File: src/rtl/sgm_pkg.sv
// shared constants and types of the sobel gradient magnitude block
package sgm_pkg;

	localparam int MaxWidth    = 4096;
	localparam int PixelBits   = 8;
	localparam int DimBits     = 13;
	localparam int DimCap      = 4096;
	localparam int DimMin      = 3;
	localparam int WidthCap    = (MaxWidth < DimCap) ? MaxWidth : DimCap;
	localparam int AddrBits    = $clog2(WidthCap);
	localparam int CoordBits   = 12;
	localparam int MagBits     = 8;
	localparam int GradBits    = PixelBits + 3;
	localparam int QuotBits    = GradBits - 2;
	localparam int SumBits     = 2 * QuotBits;
	localparam int RootBits    = SumBits / 2;
	localparam int RemBits     = RootBits + 3;
	localparam int StepBits    = $clog2(RootBits);
	localparam int QueueDepth  = 4;
	localparam int QueuePtrBits = $clog2(QueueDepth);
	localparam int CfgIdxBits  = 1;
	localparam int ResetWidth  = 640;
	localparam int ResetHeight = 480;

	typedef logic [PixelBits-1:0] pix_t;

	// configuration register indexes
	typedef enum logic [CfgIdxBits-1:0] {
		REG_IMAGE_WIDTH  = 1'b0,
		REG_IMAGE_HEIGHT = 1'b1
	} cfg_reg_t;

	// one full window handed from the front to the back
	typedef struct packed {
		pix_t [8:0]           win;
		logic [CoordBits-1:0] col;
		logic [CoordBits-1:0] row;
	} job_t;

	typedef enum logic [1:0] {
		BK_IDLE,
		BK_SQUARE,
		BK_ROOT,
		BK_OUT
	} back_state_t;

endpackage

File: src/rtl/sgm_queue.sv
// short window queue between front and back
module sgm_queue (
	input  logic          clk,
	input  logic          arst_n,
	input  logic          push_valid,
	output logic          push_ready,
	input  sgm_pkg::job_t push_job,
	output logic          pop_valid,
	input  logic          pop_ready,
	output sgm_pkg::job_t pop_job
);
	import sgm_pkg::*;

	job_t                    slot_q [QueueDepth];
	logic [QueuePtrBits-1:0] wr_ptr_q, rd_ptr_q;
	logic [QueuePtrBits:0]   count_q;
	logic                    do_push, do_pop;

	assign push_ready = (count_q != (QueuePtrBits+1)'(QueueDepth));
	assign pop_valid  = (count_q != '0);
	assign do_push    = push_valid && push_ready;
	assign do_pop     = pop_valid && pop_ready;
	assign pop_job    = slot_q[rd_ptr_q];

	always_ff @(posedge clk) begin
		if (do_push) begin
			slot_q[wr_ptr_q] <= push_job;
		end
	end

	// pointers and fill count
	always_ff @(posedge clk or negedge arst_n) begin
		if (!arst_n) begin
			wr_ptr_q <= '0;
			rd_ptr_q <= '0;
			count_q  <= '0;
		end else begin
			if (do_push) begin
				wr_ptr_q <= wr_ptr_q + QueuePtrBits'(1);
			end
			if (do_pop) begin
				rd_ptr_q <= rd_ptr_q + QueuePtrBits'(1);
			end
			if (do_push && !do_pop) begin
				count_q <= count_q + (QueuePtrBits+1)'(1);
			end else if (do_pop && !do_push) begin
				count_q <= count_q - (QueuePtrBits+1)'(1);
			end
		end
	end

endmodule

File: config.mk
export PLATFORM = sky130hd
export DESIGN_NAME = sgm_queue
export DESIGN_NICKNAME = d
export VERILOG_FILES = /design/src/rtl/sgm_pkg.sv /design/src/rtl/sgm_queue.sv
export SDC_FILE = /design/constraint.sdc
export NUM_CORES = 1
export LEC_CHECK = 0
export ABC_AREA = 1
export BUFFER_PORTS_ARGS = -buffer_cell sky130_fd_sc_hd__buf_2
export CORE_MARGIN = 2
export CORE_UTILIZATION = 59
export DETAILED_ROUTE_END_ITERATION = 16
export HOLD_SLACK_MARGIN = 0.1
export PLACE_DENSITY = 0.81
export SLEW_MARGIN = 20
export SYNTH_ARGS = -nofsm -noshare
export SYNTH_HDL_FRONTEND = slang
export SYNTH_SLANG_ARGS = --single-unit
File: constraint.sdc
create_clock -name clk -period 11.78 [get_ports clk]
set_input_delay 0.589 -clock clk [delete_from_list [all_inputs] [get_ports clk]]
set_output_delay 0.589 -clock clk [all_outputs]
set_load 0.005 [all_outputs]
==> results by group <==
Floorplanning
  • Top-Level Pins: 198
  • Die boundary height: 167 um
  • Core area: 26100 um^2
  • Chip Width: 167 um
  • Initial Utilization: 0.600
  • Num rows: 59
  • Die Footprint: 27800 um^2

Critical path
  • Cell-by-cell trace of the critical path: inv_8 -> buf_4 -> nand2_1 -> o211ai_1 -> nand2_1 -> buf_2
  • Data arrival time of the critical path: 2.99 ns
  • Max Fanout on Critical Path: 154
  • Endpoint class of the critical path: output port
  • Most frequent CP cell: sky130_fd_sc_hd__nand2_1
  • Worst Path Class, Setup: reg -> out
  • Top delay family on crit path: buffers and inverters
  • Req. time, crit path: roughly 11 ns
  • CP peak stage delay: between 0.8 and 0.9 ns
  • Buf/Inv on CP: 3
  • CP Launch Type: register
  • Slowest cell on crit path: sky130_fd_sc_hd__buf_4

Clock network
  • Number of clock buffers inserted by TritonCTS: 40
  • CTS tree: yes
  • Clock Latency Late Sink: approximately 0.5 ns
  • Buffers inserted during post-CTS setup optimization: 0
  • Clock transition at the register clock pins on the worst setup and hold paths after CTS: 0.06 ns
  • Clock sink total: 391
  • Root buffer cell: sky130_fd_sc_hd__clkbuf_16
  • H-tree depth: 2
  • Clock Path Buffers: 3

Synthesis
  • Cell types with the largest area share after synthesis: sky130_fd_sc_hd__edfxtp_1 (74%), sky130_fd_sc_hd__o211ai_1 (9.2%), sky130_fd_sc_hd__nand2_1 (7.3%)
  • Mapped Cells: 1179
  • Mapped Area: about 16000 um^2
  • Post-synthesis net count: 1285
  • Unique cell type count in the Yosys netlist: 19
  • FF+latch count, synth: 391
  • Number of warnings printed during yosys synthesis: 0
  • Top-area cell type share of the netlist area: 0.737
  • Largest area contributor in the netlist: sky130_fd_sc_hd__edfxtp_1
  • Synthesized area per cell: 13.3 um^2
  • Post-synthesis sequential area ratio: 0.748

Finish
  • Number of nets in the layout: approximately 1500
  • P&R area growth vs syn: 15.0%
  • Number of standard cells in the final layout excluding fillers: 1728
  • Share of post-route cells with drive strength above 1: 0.192

Routing
  • 1st-iter DRT viols: 642
  • Number of nets with antenna violations after routing: 0
  • Detailed-route wire length: between 20 and 30 mm
  • Via density per instance: 5.31
  • Number of optimization iterations in the first detailed-route pass: 5
  • Via Count: 9174
  • Routed len/inst: 17.0 um
  • Post-route DRC violation count: 0

GRT
  • Total track usage: 0.211
  • Overflow left after global routing: 0
  • Largest net degree at the start of global routing: 155
  • Wire length of the first global-routing pass: 46.3 mm
  • Antenna violations before repair: 4
  • Number of global-route vias before repair: just over 9000

Pwr
  • Pwr per Cell Area: 245 nW/um^2
  • Leakage: 7.28 nW
  • Maximum resistive drop on vdd: roughly 0.00013 V

Place
  • Post-placement cell count: roughly 1700
  • HPWL after DPL: ~16 mm
  • Count of input and output buffers: 197
  • RePlAce Congestion: between 0.7 and 0.8

Run
  • Maximum Capacitance Violations: 0

STA
  • Layout Skew: 0.0104 ns
  • Normalized max-slew margin: 0.366
  • Number of hold violations in the final report: 0
  • Final setup violation count: 0
  • Slew Limit Fails: 0
  • Fraction of the cycle the final worst path needs: 0.303
  • Setup TNS after final layout: 0 ns
  • Worst Max-Slew Pin Slew: 0.952 ns
  • Setup repair after global routing missed its margin: no
  • Final period demand of the worst path: roughly 3.6 ns
  • Fmax: 280 MHz

Worst hold path
  • Min-Delay Path Class: in -> reg

Outcome
  • Outcome: finished clean
cell families (layout without fill, tap and decap cells):
group           after synthesis  count (layout)  synth area share
xor+xnor                      1               1          0.000560
simple gates                317             317            0.0768
fa+ha+maj                     6               6           0.00528
other cells                   0               1                 0
compound gates              193             193            0.0925
buf+inv                     271             484            0.0765
flops                       391             391             0.748
power breakdown:
part           leakage (nW)  internal, mW  switching (mW)
Combinational          3.11         0.469           0.896
Clock                 0.571         0.653           0.476
Sequential             3.60          1.83          0.0813
Total                  7.28          2.95            1.45
cell type report:
cell class | instances | area, um^2
diodes | 1 | 2.50
repair buffers | 210 | 1130
inverters | 208 | 791
fillers | 1765 | 8080
multi-input cells | 517 | 2770
well taps | 335 | 419
clock buffers | 49 | 1060
flip-flops and latches | 391 | 11700
clock inverters | 17 | 104
path summary, 6_finish.rpt:
path	from	end	slack, ns	cells past startpoint
setup / recovery	rd_ptr_q[0]$_DFFE_PN0P_	pop_job[70]	8.20	6
hold / removal	push_job[65]	slot_q[3][65]$_DFFE_PP_	0.29	1
setup reg to reg	count_q[0]$_DFFE_PN0P_	slot_q[3][83]$_DFFE_PP_	8.93	6
hold reg to reg	count_q[2]$_DFFE_PN0P_	count_q[2]$_DFFE_PN0P_	0.51	2
max in group asynchronous	arst_n	rd_ptr_q[1]$_DFFE_PN0P_	11.10	2
min in group asynchronous	arst_n	rd_ptr_q[0]$_DFFE_PN0P_	0.50	2
placed cells by master, fill, tap and decap left out, types with 2 or more instances in the layout:
cell	count
sky130_fd_sc_hd__dfrtp_1	6
sky130_fd_sc_hd__nand2_1	305
sky130_fd_sc_hd__ha_1	5
sky130_fd_sc_hd__clkinv_1	7
sky130_fd_sc_hd__clkbuf_16	41
sky130_fd_sc_hd__edfxtp_1	384
sky130_fd_sc_hd__clkbuf_1	8
sky130_fd_sc_hd__nand3_1	7
sky130_fd_sc_hd__buf_4	9
sky130_fd_sc_hd__inv_1	206
sky130_fd_sc_hd__clkinv_2	8
sky130_fd_sc_hd__nor2_4	4
sky130_fd_sc_hd__buf_16	2
sky130_fd_sc_hd__buf_2	197
sky130_fd_sc_hd__o211ai_1	192
worst reg2reg max path, stage by stage, from the launching register on:
cell and delay (ns):
sky130_fd_sc_hd__dfrtp_1 0.42, sky130_fd_sc_hd__inv_1 0.08, sky130_fd_sc_hd__nand3_1 0.13, sky130_fd_sc_hd__nand2_1 0.29, sky130_fd_sc_hd__nor2_4 0.69, sky130_fd_sc_hd__buf_4 0.57, sky130_fd_sc_hd__buf_16 0.32
metrics by stage:
stage	area, um^2	hold slack, ns	util	power, mW	setup WS [ns]
2_1_floorplan	15600	0.293	-	2.87	6.46
6_report	18000	0.288	0.690	4.41	8.20
3_5_place_dp	16700	0.438	0.643	3.31	8.61
3_3_place_gp	16700	0.430	0.643	3.26	8.70
5_1_grt	18000	0.272	0.690	4.68	7.92
4_1_cts	17900	0.267	0.688	4.44	8.04
registers in the layout, indices dropped and copies added (netlist names):
| name | count |
|---|---|
| count_q | 3 |
| rd_ptr_q | 2 |
| slot_q | 384 |
| wr_ptr_q | 2 |
cell usage after synthesis (all sizes together):
cell type / count
xnor2: 1
fa: 1
clkbuf: 8
o21ai: 1
buf: 55
nand2: 305
nor2: 4
dfrtp: 7
inv: 208
nand4: 1
ha: 5
o211ai: 192
nand3: 7
edfxtp: 384
routing by layer:
metal | vias up | part of all wire | GRT usage
li1 | 4493 | - | -
met3 | 63 | 0.057 | 0.0402
met4 | 6 | 0.026 | 0.0791
met5 | - | 0.0015 | 0
met1 | 4334 | 0.41 | 0.257
met2 | 278 | 0.51 | 0.376
what timing repair did:
item                       in CTS  in global routing
hold buffers                    1                  0
setup endpoints to repair       0                  0
hold endpoints to repair        7                  0
resized for setup               0                  0
Power figures use the tool's default switching activity.
