`config.mk`:
```
export PLATFORM = sky130hd
export DESIGN_NAME = sgm_back
export DESIGN_NICKNAME = d
export VERILOG_FILES = /design/src/rtl/sgm_pkg.sv /design/src/rtl/sgm_back.sv
export SDC_FILE = /design/constraint.sdc
export NUM_CORES = 1
export LEC_CHECK = 0
export BUFFER_PORTS_ARGS = -buffer_cell sky130_fd_sc_hd__buf_2
export CORE_AREA = 8 8 235 237
export DETAILED_ROUTE_END_ITERATION = 10
export DIE_AREA = 0 0 243 245
export HOLD_SLACK_MARGIN = 0.08
export PLACE_DENSITY = 0.46
export SYNTH_ARGS = -nofsm -noshare
export SYNTH_HDL_FRONTEND = slang
export SYNTH_SLANG_ARGS = --single-unit
```
`constraint.sdc`:
```
create_clock -name clk -period 7.5 [get_ports clk]
set_input_delay 0.75 -clock clk [delete_from_list [all_inputs] [get_ports clk]]
set_output_delay 0.75 -clock clk [all_outputs]
set_load 0.05 [all_outputs]
```
`src/rtl/sgm_pkg.sv`:
```
// shared constants and types of the sobel gradient magnitude block
package sgm_pkg;

	localparam int MaxWidth    = 4096;
	localparam int PixelBits   = 8;
	localparam int DimBits     = 13;
	localparam int DimCap      = 4096;
	localparam int DimMin      = 3;
	localparam int WidthCap    = (MaxWidth < DimCap) ? MaxWidth : DimCap;
	localparam int AddrBits    = $clog2(WidthCap);
	localparam int CoordBits   = 12;
	localparam int MagBits     = 8;
	localparam int GradBits    = PixelBits + 3;
	localparam int QuotBits    = GradBits - 2;
	localparam int SumBits     = 2 * QuotBits;
	localparam int RootBits    = SumBits / 2;
	localparam int RemBits     = RootBits + 3;
	localparam int StepBits    = $clog2(RootBits);
	localparam int QueueDepth  = 4;
	localparam int QueuePtrBits = $clog2(QueueDepth);
	localparam int CfgIdxBits  = 1;
	localparam int ResetWidth  = 640;
	localparam int ResetHeight = 480;

	typedef logic [PixelBits-1:0] pix_t;

	// configuration register indexes
	typedef enum logic [CfgIdxBits-1:0] {
		REG_IMAGE_WIDTH  = 1'b0,
		REG_IMAGE_HEIGHT = 1'b1
	} cfg_reg_t;

	// one full window handed from the front to the back
	typedef struct packed {
		pix_t [8:0]           win;
		logic [CoordBits-1:0] col;
		logic [CoordBits-1:0] row;
	} job_t;

	typedef enum logic [1:0] {
		BK_IDLE,
		BK_SQUARE,
		BK_ROOT,
		BK_OUT
	} back_state_t;

endpackage

```
`src/rtl/sgm_back.sv`:
```
// back end: sobel sums, squares and a bit-serial square root
module sgm_back (
	input  logic                          clk,
	input  logic                          arst_n,
	input  logic                          job_valid,
	output logic                          job_pop,
	input  sgm_pkg::job_t                 job,
	output logic                          res_valid,
	input  logic                          res_ready,
	output logic [sgm_pkg::MagBits-1:0]   res_mag,
	output logic [sgm_pkg::CoordBits-1:0] res_col,
	output logic [sgm_pkg::CoordBits-1:0] res_row
);
	import sgm_pkg::*;

	back_state_t state_q, state_d;

	logic signed [GradBits-1:0] p [9];
	logic signed [GradBits-1:0] gx, gy, gx_b, gy_b;
	logic signed [QuotBits-1:0] qx_q, qy_q;
	logic signed [2*QuotBits-1:0] sq_x, sq_y;
	logic [SumBits-1:0]   rad_q;
	logic [RemBits-1:0]   rem_q, rem_sh, trial;
	logic [RootBits-1:0]  root_q;
	logic [StepBits-1:0]  step_q;
	logic [CoordBits-1:0] col_q, row_q;
	logic                 load_en, square_en, root_en;

	// gradient sums, divided by four toward zero
	always_comb begin
		for (int k = 0; k < 9; k++) begin
			p[k] = $signed({3'b000, job.win[k]});
		end
		gx = (p[0] - p[2]) + ((p[3] - p[5]) <<< 1) + (p[6] - p[8]);
		gy = (p[6] + (p[7] <<< 1) + p[8]) - (p[0] + (p[1] <<< 1) + p[2]);
		gx_b = gx + (gx[GradBits-1] ? GradBits'(3) : GradBits'(0));
		gy_b = gy + (gy[GradBits-1] ? GradBits'(3) : GradBits'(0));
	end

	assign sq_x = qx_q * qx_q;
	assign sq_y = qy_q * qy_q;

	// one root bit per step
	assign rem_sh = {rem_q[RemBits-3:0], rad_q[SumBits-1 -: 2]};
	assign trial  = RemBits'({root_q, 2'b01});

	// next state
	always_comb begin
		state_d = state_q;
		case (state_q)
			BK_IDLE:   if (job_valid) state_d = BK_SQUARE;
			BK_SQUARE: state_d = BK_ROOT;
			BK_ROOT:   if (step_q == '0) state_d = BK_OUT;
			BK_OUT:    if (res_ready) state_d = BK_IDLE;
			default:   state_d = BK_IDLE;
		endcase
	end

	// control outputs
	always_comb begin
		job_pop   = 1'b0;
		res_valid = 1'b0;
		load_en   = 1'b0;
		square_en = 1'b0;
		root_en   = 1'b0;
		case (state_q)
			BK_IDLE: begin
				job_pop = job_valid;
				load_en = job_valid;
			end
			BK_SQUARE: square_en = 1'b1;
			BK_ROOT:   root_en   = 1'b1;
			BK_OUT:    res_valid = 1'b1;
			default: ;
		endcase
	end

	always_ff @(posedge clk or negedge arst_n) begin
		if (!arst_n) begin
			state_q <= BK_IDLE;
		end else begin
			state_q <= state_d;
		end
	end

	// datapath
	always_ff @(posedge clk) begin
		if (load_en) begin
			qx_q  <= gx_b[GradBits-1:2];
			qy_q  <= gy_b[GradBits-1:2];
			col_q <= job.col;
			row_q <= job.row;
		end
		if (square_en) begin
			rad_q  <= SumBits'({1'b0, sq_x[SumBits-2:0]}) + SumBits'({1'b0, sq_y[SumBits-2:0]});
			rem_q  <= '0;
			root_q <= '0;
			step_q <= StepBits'(RootBits - 1);
		end
		if (root_en) begin
			rad_q  <= {rad_q[SumBits-3:0], 2'b00};
			step_q <= step_q - StepBits'(1);
			if (rem_sh >= trial) begin
				rem_q  <= rem_sh - trial;
				root_q <= {root_q[RootBits-2:0], 1'b1};
			end else begin
				rem_q  <= rem_sh;
				root_q <= {root_q[RootBits-2:0], 1'b0};
			end
		end
	end

	assign res_mag = root_q[MagBits-1:0];
	assign res_col = col_q;
	assign res_row = row_q;

endmodule
```
==> results.cfg <==
[floorplanning]
boundaryPins = 134
die_x_um = 243
placementRows = 84
dieHeight_um = 245
initial_core_util_pct = 23.7
core_um2 = 51700
die_area_um2 = 59500

[clock_tree]
clkTransAtPathRegs_ps = 60
cts_root_buffer = clkbuf_16
clk_latency_ps = 370
cts.path.max_buffers = 2
post_cts_buffers = 0
holdBufCountCts = 0
cts_tree = done
cts_resized = 0
cts_max_level = 3
cts_made_buffers = 9
cts.sink_count = 85

[worst_setup_path]
required_ps = 7600
r2r_cells = 18
rr_startpoint = qy_q[7]$_DFFE_PP_
cp_max_fo = 11
critical_path_class = flip-flop to flip-flop
r2r-end = rad_q[16]$_DFFE_PP_
end_kind = flip-flop
crit_chain = inv_1 > nor2_1 > inv_1 > fa_1 > inv_1 > fa_1 > fa_1 > fa_1 > fa_1 > ha_1 > nor2b_1 > o41a_1 > a22o_1 > o41a_1 > xnor2_1 > ha_1 > a221oi_1 > o211ai_1
start_kind = flip-flop
arrival_ps = 6550
cpMaxStageDelayCell = edfxtp_1
rrSetupSlack_ps = 1050
critPathMaxStageDelay_ps = 620
cpMostUsedCell = fa_1

[synthesis]
synth_area_leader_cell = fa_1
synth_edf_count = 81
synth_area_um2 = 12200
synth-seq-cells = 85
synth.distinct_cells = 67
yosysSeqAreaShare_pct = 20.6
ys.warnings.count = 0
syn_inst = 1232
ys.flop_type = edfxtp_1
synth.avg_cell_area_um2 = 9.93
async_reset_ff_share_pct = 2.35
synth_nets = 1643
synth_top_area_share_pct = 24.4
synth_area_leaders = fa_1 (24%), edfxtp_1 (20%), ha_1 (17%), inv_1 (7.0%), xnor2_1 (5.5%)

[timing]
skew_ps = 5.37
finalCriticalPeriod_ps = 6450
report.final.setup_viol = 0
worst_slew_pin_slew_ps = 698
fmax_mhz = 155
tns_ps = 0
hold_viol = 0
rsz0062_at_grt = no
finalCritPeriodShare_pct = 85.9
worst_slack_ps = 1050
relSlewSlack_pct = 53.5
slew_violations = 0

[routing]
wl_per_cell_um = 13.1
drt_iter0_drc = 309
vias = 8511
drc_errors = 0
avgViaCountPerCell = 4.17
ant_nets = 0
drt_pre_antenna_iters = 4
routed_wl_um = 26800

[grt]
antenna_found_initial = 11
grt_pass1_vias = 9347
grt_pass1_wl_um = 45000
grt_start_max_net_pins = 57
grt_util_all_layers_pct = 9.26
overflow = 0

[hold_path]
hold_path_class = primary input to async pin

[place]
port_buffers = 125
gp_congestion = 0.793
dp_hpwl_um = 23000
dp_slack_ps = 1090

[run]
maxCapViolations = 0

[finish]
final_util_pct = 26.9
syn2layout_area_growth_pct = 13.8
final_net_count = 1754
drive_gt1_share_pct = 12.5

[status]
status = finished clean
## Yosys cell counts (8+ instances only)
| cell type | count |
|---|---|
| inv_1 | 228 |
| ha_1 | 162 |
| fa_1 | 149 |
| nand2_1 | 94 |
| edfxtp_1 | 81 |
| xnor2_1 | 77 |
| nor2_1 | 48 |
| a21oi_1 | 42 |
| and2_1 | 38 |
| o21ai_0 | 36 |
| xor2_1 | 34 |
| a21o_1 | 33 |
| nor2b_1 | 21 |
| clkbuf_1 | 20 |
| nand3_1 | 12 |
| mux2i_1 | 11 |
| nand2b_1 | 11 |
| nor3_1 | 11 |
| buf_4 | 9 |
| o21bai_1 | 8 |
## cell families (layout without fill, tap and decap cells)
kind of cell	Yosys count	in the layout	synth area share [%]
other	0	5	0
XOR/XNOR	111	111	7.95
AO/OA/AOI/OAI	187	187	10.2
adder cells (fa/ha/maj)	311	311	41.0
flip-flops	85	85	20.6
AND/OR/NAND/NOR	267	267	10.9
buffers and inverters	257	372	8.16
multiplexers	14	14	1.18
## state kept, by name, indices dropped and copies added (netlist names)
signal	cells
rad_q	18
res_col	12
res_row	12
rem_q	10
qx_q	9
qy_q	9
root_q	9
step_q	4
state_q	2
## through the flow
stage,std cells,hold slack (ps),cell area (um^2)
6_report,2040,154,13900
5_1_grt,2038,139,13900
4_1_cts,2035,126,13900
3_5_place_dp,2020,500,13600
3_3_place_gp,2020,486,13600
2_1_floorplan,1232,454,12200
## how the worst max path moves through the flow
| stage | startpoint | cells past startpoint | end |
|---|---|---|---|
| floorplan | qy_q[8]$_DFFE_PP_ | 20 | rad_q[15]$_DFFE_PP_ |
| global placement | qy_q[1]$_DFFE_PP_ | 20 | rad_q[15]$_DFFE_PP_ |
| detailed placement | qx_q[7]$_DFFE_PP_ | 21 | rad_q[15]$_DFFE_PP_ |
| CTS | qx_q[7]$_DFFE_PP_ | 21 | rad_q[15]$_DFFE_PP_ |
| global route | qx_q[7]$_DFFE_PP_ | 21 | rad_q[15]$_DFFE_PP_ |
| finish | qy_q[7]$_DFFE_PP_ | 18 | rad_q[16]$_DFFE_PP_ |
## layer usage
metal / routed length (um) / GRT usage (%) / up-vias
met5: 59 / 0 / -
met4: 459 / 2.34 / 12
met3: 1760 / 3.62 / 36
met1: 11700 / 10.6 / 4056
met2: 12800 / 16.1 / 149
li1: - / - / 4258
## worst max-delay path: cells and delay by family (launching register included)
kind,cells,cell delay (ps)
fa+ha+maj,7,3140
xor+xnor,1,320
flops,1,620
simple gates,2,430
compound gates,5,1320
buf+inv,3,330
## placed cells by master, fill, tap and decap left out, drive strengths merged, types with 7 or more instances in the layout
| cell type | count |
|---|---|
| a21o | 34 |
| a21oi | 44 |
| a31oi | 7 |
| and2 | 39 |
| buf | 129 |
| clkbuf | 10 |
| edfxtp | 81 |
| fa | 149 |
| ha | 162 |
| inv | 228 |
| mux2i | 11 |
| nand2 | 94 |
| nand2b | 11 |
| nand3 | 12 |
| nor2 | 49 |
| nor2b | 21 |
| nor3 | 12 |
| o21a | 7 |
| o21ai | 41 |
| o21bai | 8 |
| xnor2 | 77 |
| xor2 | 34 |
## cell type report
class / count / area [um^2]
fillers: 5569 / 37800
multi-input cells: 890 / 8710
flip-flops and latches: 85 / 2520
well taps: 688 / 861
inverters: 228 / 856
repair buffers: 129 / 656
clock buffers: 10 / 229
clock inverters: 5 / 76.3
diodes: 5 / 12.5
Power is not shown: default switching activity piles up to over one toggle a cycle in this logic, so the estimate is an artifact.
